`src/rtl/lfu_pkg.sv`:
```
// Shared types and constants for the LFU cache.
`timescale 1ns / 1ps
package lfu_pkg;

	localparam int SLOTS     = 16;
	localparam int IDX_W     = (SLOTS > 1) ? $clog2(SLOTS) : 1;
	localparam int CNT_W     = $clog2(SLOTS + 1);
	localparam int CAP_W     = 5;
	localparam int KEY_W     = 32;
	localparam int DATA_W    = 32;
	localparam int USE_W     = 16;
	localparam int STAMP_W   = 32;
	localparam int CAP_RESET = 16;

	localparam logic [USE_W-1:0]   USE_MAX   = '1;
	localparam logic [STAMP_W-1:0] STAMP_MAX = '1;

	localparam logic REQ_GET = 1'b0;
	localparam logic REQ_PUT = 1'b1;

	typedef struct packed {
		logic [KEY_W-1:0]   key;
		logic [DATA_W-1:0]  data;
		logic [USE_W-1:0]   count;
		logic [STAMP_W-1:0] stamp;
	} entry_t;

	typedef struct packed {
		logic               found;
		logic [IDX_W-1:0]   match_idx;
		logic [DATA_W-1:0]  match_data;
		logic [USE_W-1:0]   match_count;
		logic               have_free;
		logic [IDX_W-1:0]   free_idx;
		logic [IDX_W-1:0]   victim_idx;
	} scan_res_t;

endpackage

```
`src/rtl/lfu_slot_mem.sv`:
```
// Slot store: key, data, use count and touch stamp per slot, registered read.
`timescale 1ns / 1ps
module lfu_slot_mem (
	input  logic                  clk,
	input  logic                  wr_en,
	input  logic [lfu_pkg::IDX_W-1:0] wr_addr,
	input  lfu_pkg::entry_t       wr_data,
	input  logic [lfu_pkg::IDX_W-1:0] rd_addr,
	output lfu_pkg::entry_t       rd_data
);

	lfu_pkg::entry_t mem_q [lfu_pkg::SLOTS];
	lfu_pkg::entry_t rd_data_q;

	// Write one slot
	always_ff @(posedge clk) begin
		if (wr_en) begin
			mem_q[wr_addr] <= wr_data;
		end
	end

	// Read one slot; the data is registered and appears on the next cycle
	always_ff @(posedge clk) begin
		rd_data_q <= mem_q[rd_addr];
	end

	assign rd_data = rd_data_q;

endmodule

```
`src/rtl/lfu_scan.sv`:
```
// Shared compare unit: key match, first free slot and victim tracking over a scan.
`timescale 1ns / 1ps
module lfu_scan (
	input  logic                      clk,
	input  logic                      arst_n,
	input  logic                      clear,
	input  logic                      step,
	input  logic [lfu_pkg::IDX_W-1:0] idx,
	input  logic                      slot_vld,
	input  lfu_pkg::entry_t           entry,
	input  logic [lfu_pkg::KEY_W-1:0] key,
	output lfu_pkg::scan_res_t        res
);

	logic                        found_q;
	logic [lfu_pkg::IDX_W-1:0]   match_idx_q;
	logic [lfu_pkg::DATA_W-1:0]  match_data_q;
	logic [lfu_pkg::USE_W-1:0]   match_count_q;
	logic                        free_q;
	logic [lfu_pkg::IDX_W-1:0]   free_idx_q;
	logic                        victim_q;
	logic [lfu_pkg::IDX_W-1:0]   victim_idx_q;
	logic [lfu_pkg::USE_W-1:0]   victim_count_q;
	logic [lfu_pkg::STAMP_W-1:0] victim_stamp_q;

	logic key_eq;
	logic better;

	// Compare the current slot against the request and the best victim so far
	assign key_eq = (entry.key == key);
	assign better = !victim_q || (entry.count < victim_count_q) ||
		((entry.count == victim_count_q) && (entry.stamp < victim_stamp_q));

	// Track flags
	always_ff @(posedge clk or negedge arst_n) begin
		if (!arst_n) begin
			found_q  <= 1'b0;
			free_q   <= 1'b0;
			victim_q <= 1'b0;
		end else if (clear) begin
			found_q  <= 1'b0;
			free_q   <= 1'b0;
			victim_q <= 1'b0;
		end else if (step) begin
			if (slot_vld) begin
				if (!found_q && key_eq) begin
					found_q <= 1'b1;
				end
				if (better) begin
					victim_q <= 1'b1;
				end
			end else begin
				free_q <= 1'b1;
			end
		end
	end

	// Capture slot indexes and the fields that the update needs
	always_ff @(posedge clk) begin
		if (step) begin
			if (slot_vld) begin
				if (!found_q && key_eq) begin
					match_idx_q   <= idx;
					match_data_q  <= entry.data;
					match_count_q <= entry.count;
				end
				if (better) begin
					victim_idx_q   <= idx;
					victim_count_q <= entry.count;
					victim_stamp_q <= entry.stamp;
				end
			end else if (!free_q) begin
				free_idx_q <= idx;
			end
		end
	end

	assign res.found       = found_q;
	assign res.match_idx   = match_idx_q;
	assign res.match_data  = match_data_q;
	assign res.match_count = match_count_q;
	assign res.have_free   = free_q;
	assign res.free_idx    = free_idx_q;
	assign res.victim_idx  = victim_idx_q;

endmodule

```
`src/rtl/lfu_cache.sv`:
```
// LFU cache top level: sequencer, valid flags, touch clock and response register.
// A request walks the slots in scan, then takes one read drain and one update in done;
// the scan covers n slots, where n is the capacity capped at 16, and is skipped at capacity 0.
// The single slot read port is walked one slot per cycle during the scan, and no new
// request is taken until the sequencer is back in idle; a response stall holds it in done.
// Reset clears valid flags, touch clock and sequencer at once; capacity resets to 16.
// Slot contents are not cleared and are read only behind their valid flags.
`timescale 1ns / 1ps
module lfu_cache (
	input  logic                           clk,
	input  logic                           arst_n,
	input  logic                           cfg_wr_en,
	input  logic [lfu_pkg::CAP_W-1:0]      cfg_wr_data,
	input  logic                           req_valid,
	output logic                           req_stall,
	input  logic                           req_type,
	input  logic [lfu_pkg::KEY_W-1:0]      key,
	input  logic [lfu_pkg::DATA_W-1:0]     value,
	output logic                           rsp_valid,
	input  logic                           rsp_stall,
	output logic                           hit,
	output logic [lfu_pkg::DATA_W-1:0]     read_data,
	output logic                           evicted
);

	localparam logic [1:0] ST_IDLE  = 2'd0;
	localparam logic [1:0] ST_SCAN  = 2'd1;
	localparam logic [1:0] ST_DRAIN = 2'd2;
	localparam logic [1:0] ST_DONE  = 2'd3;

	logic [1:0]                   state_q;
	logic [lfu_pkg::CAP_W-1:0]    cap_q;
	logic [lfu_pkg::CNT_W-1:0]    cnt_q;
	logic [lfu_pkg::SLOTS-1:0]    valid_q;
	logic [lfu_pkg::STAMP_W-1:0]  clock_q;
	logic                         cmp_vld_q;
	logic [lfu_pkg::IDX_W-1:0]    cmp_idx_q;
	logic                         req_put_q;
	logic [lfu_pkg::KEY_W-1:0]    req_key_q;
	logic [lfu_pkg::DATA_W-1:0]   req_value_q;
	logic                         rsp_valid_q;
	logic                         hit_q;
	logic [lfu_pkg::DATA_W-1:0]   read_data_q;
	logic                         evicted_q;

	logic [lfu_pkg::CNT_W-1:0]    used;
	logic                         req_take;
	logic                         rsp_free;
	logic                         finish;
	logic                         upd_en;
	logic [lfu_pkg::IDX_W-1:0]    target;
	lfu_pkg::entry_t              wr_entry;
	lfu_pkg::entry_t              rd_entry;
	lfu_pkg::scan_res_t           scan_res;
	logic [lfu_pkg::USE_W-1:0]    count_next;

	// Slots to scan: the capacity, capped at the store depth
	assign used = (32'(cap_q) > 32'(lfu_pkg::SLOTS)) ?
		lfu_pkg::CNT_W'(lfu_pkg::SLOTS) : lfu_pkg::CNT_W'(cap_q);

	assign req_stall = (state_q != ST_IDLE);
	assign req_take  = req_valid && !req_stall;
	assign rsp_free  = !rsp_valid_q || !rsp_stall;
	assign finish    = (state_q == ST_DONE) && rsp_free;

	// Capacity register
	always_ff @(posedge clk or negedge arst_n) begin
		if (!arst_n) begin
			cap_q <= lfu_pkg::CAP_W'(lfu_pkg::CAP_RESET);
		end else if (cfg_wr_en) begin
			cap_q <= cfg_wr_data;
		end
	end

	// Sequencer: accept, walk the slots, drain the read, update
	always_ff @(posedge clk or negedge arst_n) begin
		if (!arst_n) begin
			state_q   <= ST_IDLE;
			cnt_q     <= '0;
			cmp_vld_q <= 1'b0;
		end else begin
			unique case (state_q)
				ST_IDLE: begin
					cmp_vld_q <= 1'b0;
					if (req_take) begin
						cnt_q   <= '0;
						state_q <= (used == '0) ? ST_DONE : ST_SCAN;
					end
				end
				ST_SCAN: begin
					cmp_vld_q <= 1'b1;
					cnt_q     <= cnt_q + lfu_pkg::CNT_W'(1);
					if (cnt_q == used - lfu_pkg::CNT_W'(1)) begin
						state_q <= ST_DRAIN;
					end
				end
				ST_DRAIN: begin
					cmp_vld_q <= 1'b0;
					state_q   <= ST_DONE;
				end
				ST_DONE: begin
					cmp_vld_q <= 1'b0;
					if (rsp_free) begin
						state_q <= ST_IDLE;
					end
				end
				default: begin
					cmp_vld_q <= 1'b0;
					state_q   <= ST_IDLE;
				end
			endcase
		end
	end

	// Track which slot's read data arrives next cycle
	always_ff @(posedge clk) begin
		cmp_idx_q <= cnt_q[lfu_pkg::IDX_W-1:0];
	end

	// Hold the accepted request
	always_ff @(posedge clk) begin
		if (req_take) begin
			req_put_q   <= req_type;
			req_key_q   <= key;
			req_value_q <= value;
		end
	end

	lfu_slot_mem u_mem (
		.clk     (clk),
		.wr_en   (upd_en),
		.wr_addr (target),
		.wr_data (wr_entry),
		.rd_addr (cnt_q[lfu_pkg::IDX_W-1:0]),
		.rd_data (rd_entry)
	);

	lfu_scan u_scan (
		.clk      (clk),
		.arst_n   (arst_n),
		.clear    (req_take),
		.step     (cmp_vld_q),
		.idx      (cmp_idx_q),
		.slot_vld (valid_q[cmp_idx_q]),
		.entry    (rd_entry),
		.key      (req_key_q),
		.res      (scan_res)
	);

	// Pick the slot to write and build the new entry
	assign count_next = (scan_res.match_count == lfu_pkg::USE_MAX) ?
		scan_res.match_count : scan_res.match_count + lfu_pkg::USE_W'(1);

	always_comb begin
		upd_en         = 1'b0;
		target         = scan_res.victim_idx;
		wr_entry.key   = req_key_q;
		wr_entry.data  = req_value_q;
		wr_entry.count = lfu_pkg::USE_W'(1);
		wr_entry.stamp = clock_q;
		priority if (scan_res.found) begin
			upd_en         = finish;
			target         = scan_res.match_idx;
			wr_entry.count = count_next;
			if (req_put_q == lfu_pkg::REQ_GET) begin
				wr_entry.data = scan_res.match_data;
			end
		end else if ((req_put_q == lfu_pkg::REQ_PUT) && (used != '0)) begin
			upd_en = finish;
			if (scan_res.have_free) begin
				target = scan_res.free_idx;
			end
		end else begin
			upd_en = 1'b0;
		end
	end

	// Mark written slots valid and advance the touch clock
	always_ff @(posedge clk or negedge arst_n) begin
		if (!arst_n) begin
			valid_q <= '0;
			clock_q <= '0;
		end else if (upd_en) begin
			valid_q[target] <= 1'b1;
			if (clock_q != lfu_pkg::STAMP_MAX) begin
				clock_q <= clock_q + lfu_pkg::STAMP_W'(1);
			end
		end
	end

	// Response valid: set on finish, drop when taken
	always_ff @(posedge clk or negedge arst_n) begin
		if (!arst_n) begin
			rsp_valid_q <= 1'b0;
		end else if (finish) begin
			rsp_valid_q <= 1'b1;
		end else if (!rsp_stall) begin
			rsp_valid_q <= 1'b0;
		end
	end

	// Response payload
	always_ff @(posedge clk) begin
		if (finish) begin
			hit_q       <= scan_res.found;
			read_data_q <= (scan_res.found && (req_put_q == lfu_pkg::REQ_GET)) ?
				scan_res.match_data : '0;
			evicted_q   <= !scan_res.found && (req_put_q == lfu_pkg::REQ_PUT) &&
				(used != '0) && !scan_res.have_free;
		end
	end

	assign rsp_valid = rsp_valid_q;
	assign hit       = hit_q;
	assign read_data = read_data_q;
	assign evicted   = evicted_q;

endmodule
```
`config.mk`:
```
export PLATFORM = sky130hd
export DESIGN_NAME = lfu_cache
export DESIGN_NICKNAME = d
export VERILOG_FILES = /design/src/rtl/lfu_pkg.sv /design/src/rtl/lfu_slot_mem.sv /design/src/rtl/lfu_scan.sv /design/src/rtl/lfu_cache.sv
export SDC_FILE = /design/constraint.sdc
export NUM_CORES = 2
export LEC_CHECK = 0
export ABC_AREA = 1
export BUFFER_PORTS_ARGS = -buffer_cell sky130_fd_sc_hd__clkbuf_2
export CORE_ASPECT_RATIO = 1.75
export CORE_MARGIN = 5
export CORE_UTILIZATION = 45
export DETAILED_ROUTE_END_ITERATION = 7
export HOLD_SLACK_MARGIN = 0.02
export SLEW_MARGIN = 25
export SYNTH_ARGS = -nofsm -noshare
export SYNTH_HDL_FRONTEND = slang
export SYNTH_HIERARCHICAL = 1
export SYNTH_SLANG_ARGS = --single-unit
export TNS_END_PERCENT = 1
```
`constraint.sdc`:
```
create_clock -name clk -period 9.4 [get_ports clk]
set_input_delay 2.82 -clock clk [delete_from_list [all_inputs] [get_ports clk]]
set_output_delay 2.82 -clock clk [all_outputs]
set_load 0.02 [all_outputs]
```
==> impl_metrics.ini <==
[sta]
drv_slew = 0
tns_ps = 0
hold_viol = 0
fin_crit_sh_pct = 52.9
fmax_ghz = 0.201
skew_ps = 58.5
rsz0062_at_grt = no
holdWs_ps = 402
slew_headroom_pct = 26.2
min_period_ps = 4980
setup_violations = 0
worst_pin_slew_ps = 1110

[logic_synthesis]
seq_area_frac_synth_pct = 69.5
yosys_register_bits = 2180
ys.flop_type = edfxtp_1
syn-instance-count = 8676
synth_top_area_share_pct = 65.2
syn_area_um2 = 92000
synthDistinctLibCells = 55
synth_warnings = 6
synth_area_leaders = edfxtp_1, nand2_1, nand3_1
async_reset_ff_share_pct = 2.98
yosysMostFrequentCell = nand2_1
syn_nets = 8807
yosysTopAreaCell = edfxtp_1
synth-edff-count = 1999
avgSynthCellArea_um2 = 10.6
synth_common_cells = nand2_1, edfxtp_1, inv_1

[detailed_routing]
drt-vias-per-instance = 5.15
drc_errors = 0
drt-wirelength-per-cell_um = 20.5
vias = 59400
dr.pass1.iters = 5
routed_wl_mm = 236
postRouteAntennaNets = 0
drt_iter0_drc = 4770

[global_routing]
track_usage_pct = 21.7
antenna_found_initial = 3
grt_first_pass_wirelength_mm = 355
grt_max_degree = 209
grt_pass1_vias = 58900
grt-ovfl-total = 0

[power_and_ir_drop]
p_leak_nw = 42.9
powerDensity_nw_per_um2 = 281
vdd_drop_max_uv = 267

[floorplanning]
initial_utilization_pct = 45.2
die_width_um = 352
coreArea_um2 = 203000
rows = 219
top_level_ports = 111
die_h_um = 608
die_area_um2 = 214000

[status]
status = finished clean

[setup_path]
path_max_fanout = 35
start_kind = input pin
crit_arrival_ps = 5430
end_kind = flop
cp.required_ps = 9850
path_class = input pin to flop

[cells_and_area]
drive_above_1_share_pct = 6.99
nNetsFinal = 8839
syn_to_final_growth_pct = 10.6
fin_util_pct = 50.1

[clock_network]
cts_tree = done
htreeDepth = 4
clk_latency_ps = 870
cts_sinks = 2180
post_cts_buffers = 0
cts_buffer_depth = 4
cts.clk_slew.worst_paths_ps = 60
cts-root-buf = clkbuf_16
cts_hold_buf = 0
cts_resized = 0
cts_made_buffers = 206

[worst_hold_path]
worstHoldPathType = flop to flop

[place]
hpwlAfterDp_mm = 125
port_buffers = 110
gp_congestion = 0.824

[job]
maxCapViolCount = 0
-- flip-flops by register name (all words and copies together), names as in the netlist, 2 cells and up --
signal and flops:
cap_q 5, clock_q 32, cmp_idx_q 4, cnt_q 5
read_data 32, req_key_q 32, req_value_q 32, state_q 2
u_mem/mem_q 1792, u_mem/rd_data 112, u_scan/free_idx_q 4, u_scan/match_count_q 16
u_scan/match_data_q 32, u_scan/match_idx_q 4, u_scan/victim_count_q 16, u_scan/victim_idx_q 4
u_scan/victim_stamp_q 32, valid_q 16
-- path summary, 6_finish.rpt --
check | start | end | slack (ps) | depth (start not counted)
max | rsp_stall | u_mem/mem_q[13][48] | 4420 | 8
min | u_mem/rd_data[61] | u_scan/match_data_q[13] | 400 | 0
max reg2reg | cnt_q[0] | u_mem/rd_data[73] | 5350 | 8
min reg2reg | u_mem/rd_data[61] | u_scan/match_data_q[13] | 400 | 0
max in group asynchronous | arst_n | clock_q[1] | 6350 | 2
min in group asynchronous | arst_n | u_scan/found_q | 1820 | 1
-- critical path, stage by stage --
cell	delay [ps]
clkbuf_2	110
nand2_1	120
nand2_1	180
a21oi_4	410
nand3_1	400
nor2_4	190
buf_4	510
buf_4	580
-- cell usage in the layout (no fill, tap or decap), types with 56 or more instances in the layout --
| master | synthesis | routed |
|---|---|---|
| nand2_1 | 2665 | 2665 |
| dfrtp_1 | 64 | 60 |
| nand3_1 | 1381 | 1381 |
| nor2_1 | 131 | 111 |
| dfxtp_1 | 116 | 116 |
| edfxtp_1 | 1999 | 1999 |
| buf_4 | 32 | 92 |
| inv_1 | 1546 | 1543 |
| clkbuf_2 | 0 | 109 |
| clkbuf_16 | 0 | 209 |
| ha_1 | 56 | 56 |
-- cell type report --
type / instances / area (µm²)
Antenna cell: 5 / 12.5
Clock buffer: 276 / 5680
Clock inverter: 98 / 892
Fill cell: 17900 / 102000
Inverter: 1556 / 5880
Multi-Input combinational cell: 4545 / 20400
Sequential cell: 2180 / 64000
Tap cell: 2652 / 3320
Timing Repair Buffer: 219 / 1600
-- where the power goes --
| part | switching, mW | internal [mW] | total, mW |
|---|---|---|---|
| clock network | 3.56 | 4.65 | 8.20 |
| logic | 5.67 | 2.17 | 7.84 |
| registers | 0.821 | 11.7 | 12.5 |
-- per-stage QoR --
step                total power, mW  cells  setup slack [ps]  cell area (µm²)
floorplan                      17.8   8676               713            92000
global placement               20.5  11200              3530            95100
detailed placement             20.6  11200              3540            95100
CTS                            28.8  11500              4420           102000
global route                   30.1  11500              4310           102000
finish                         28.6  11500              4420           102000
-- layer usage --
metal  track usage (%)  part of all wire [%]  vias to the layer above
met3              2.20                   4.9                      429
li1                  -                     -                    28100
met2              39.2                    52                     1654
met4              7.44                   3.5                        2
met1              27.2                    40                    29200
met5                 0                0.0038                        -
-- cell families (layout without fill, tap and decap cells) --
| group | after synthesis | after routing | share of synthesized area [%] |
|---|---|---|---|
| DFF | 2180 | 2180 | 69.5 |
| muxes | 3 | 3 | 0.0367 |
| and+or+nand+nor | 4286 | 4286 | 19.7 |
| other | 0 | 5 | 0 |
| adders and majority gates | 56 | 56 | 0.762 |
| AOI/OAI and AO/OA | 149 | 149 | 0.902 |
| xor gates and xnor gates | 51 | 51 | 0.526 |
| buffers and inverters | 1951 | 2149 | 8.51 |
No activity file was read; power rests on OpenSTA's default activity.
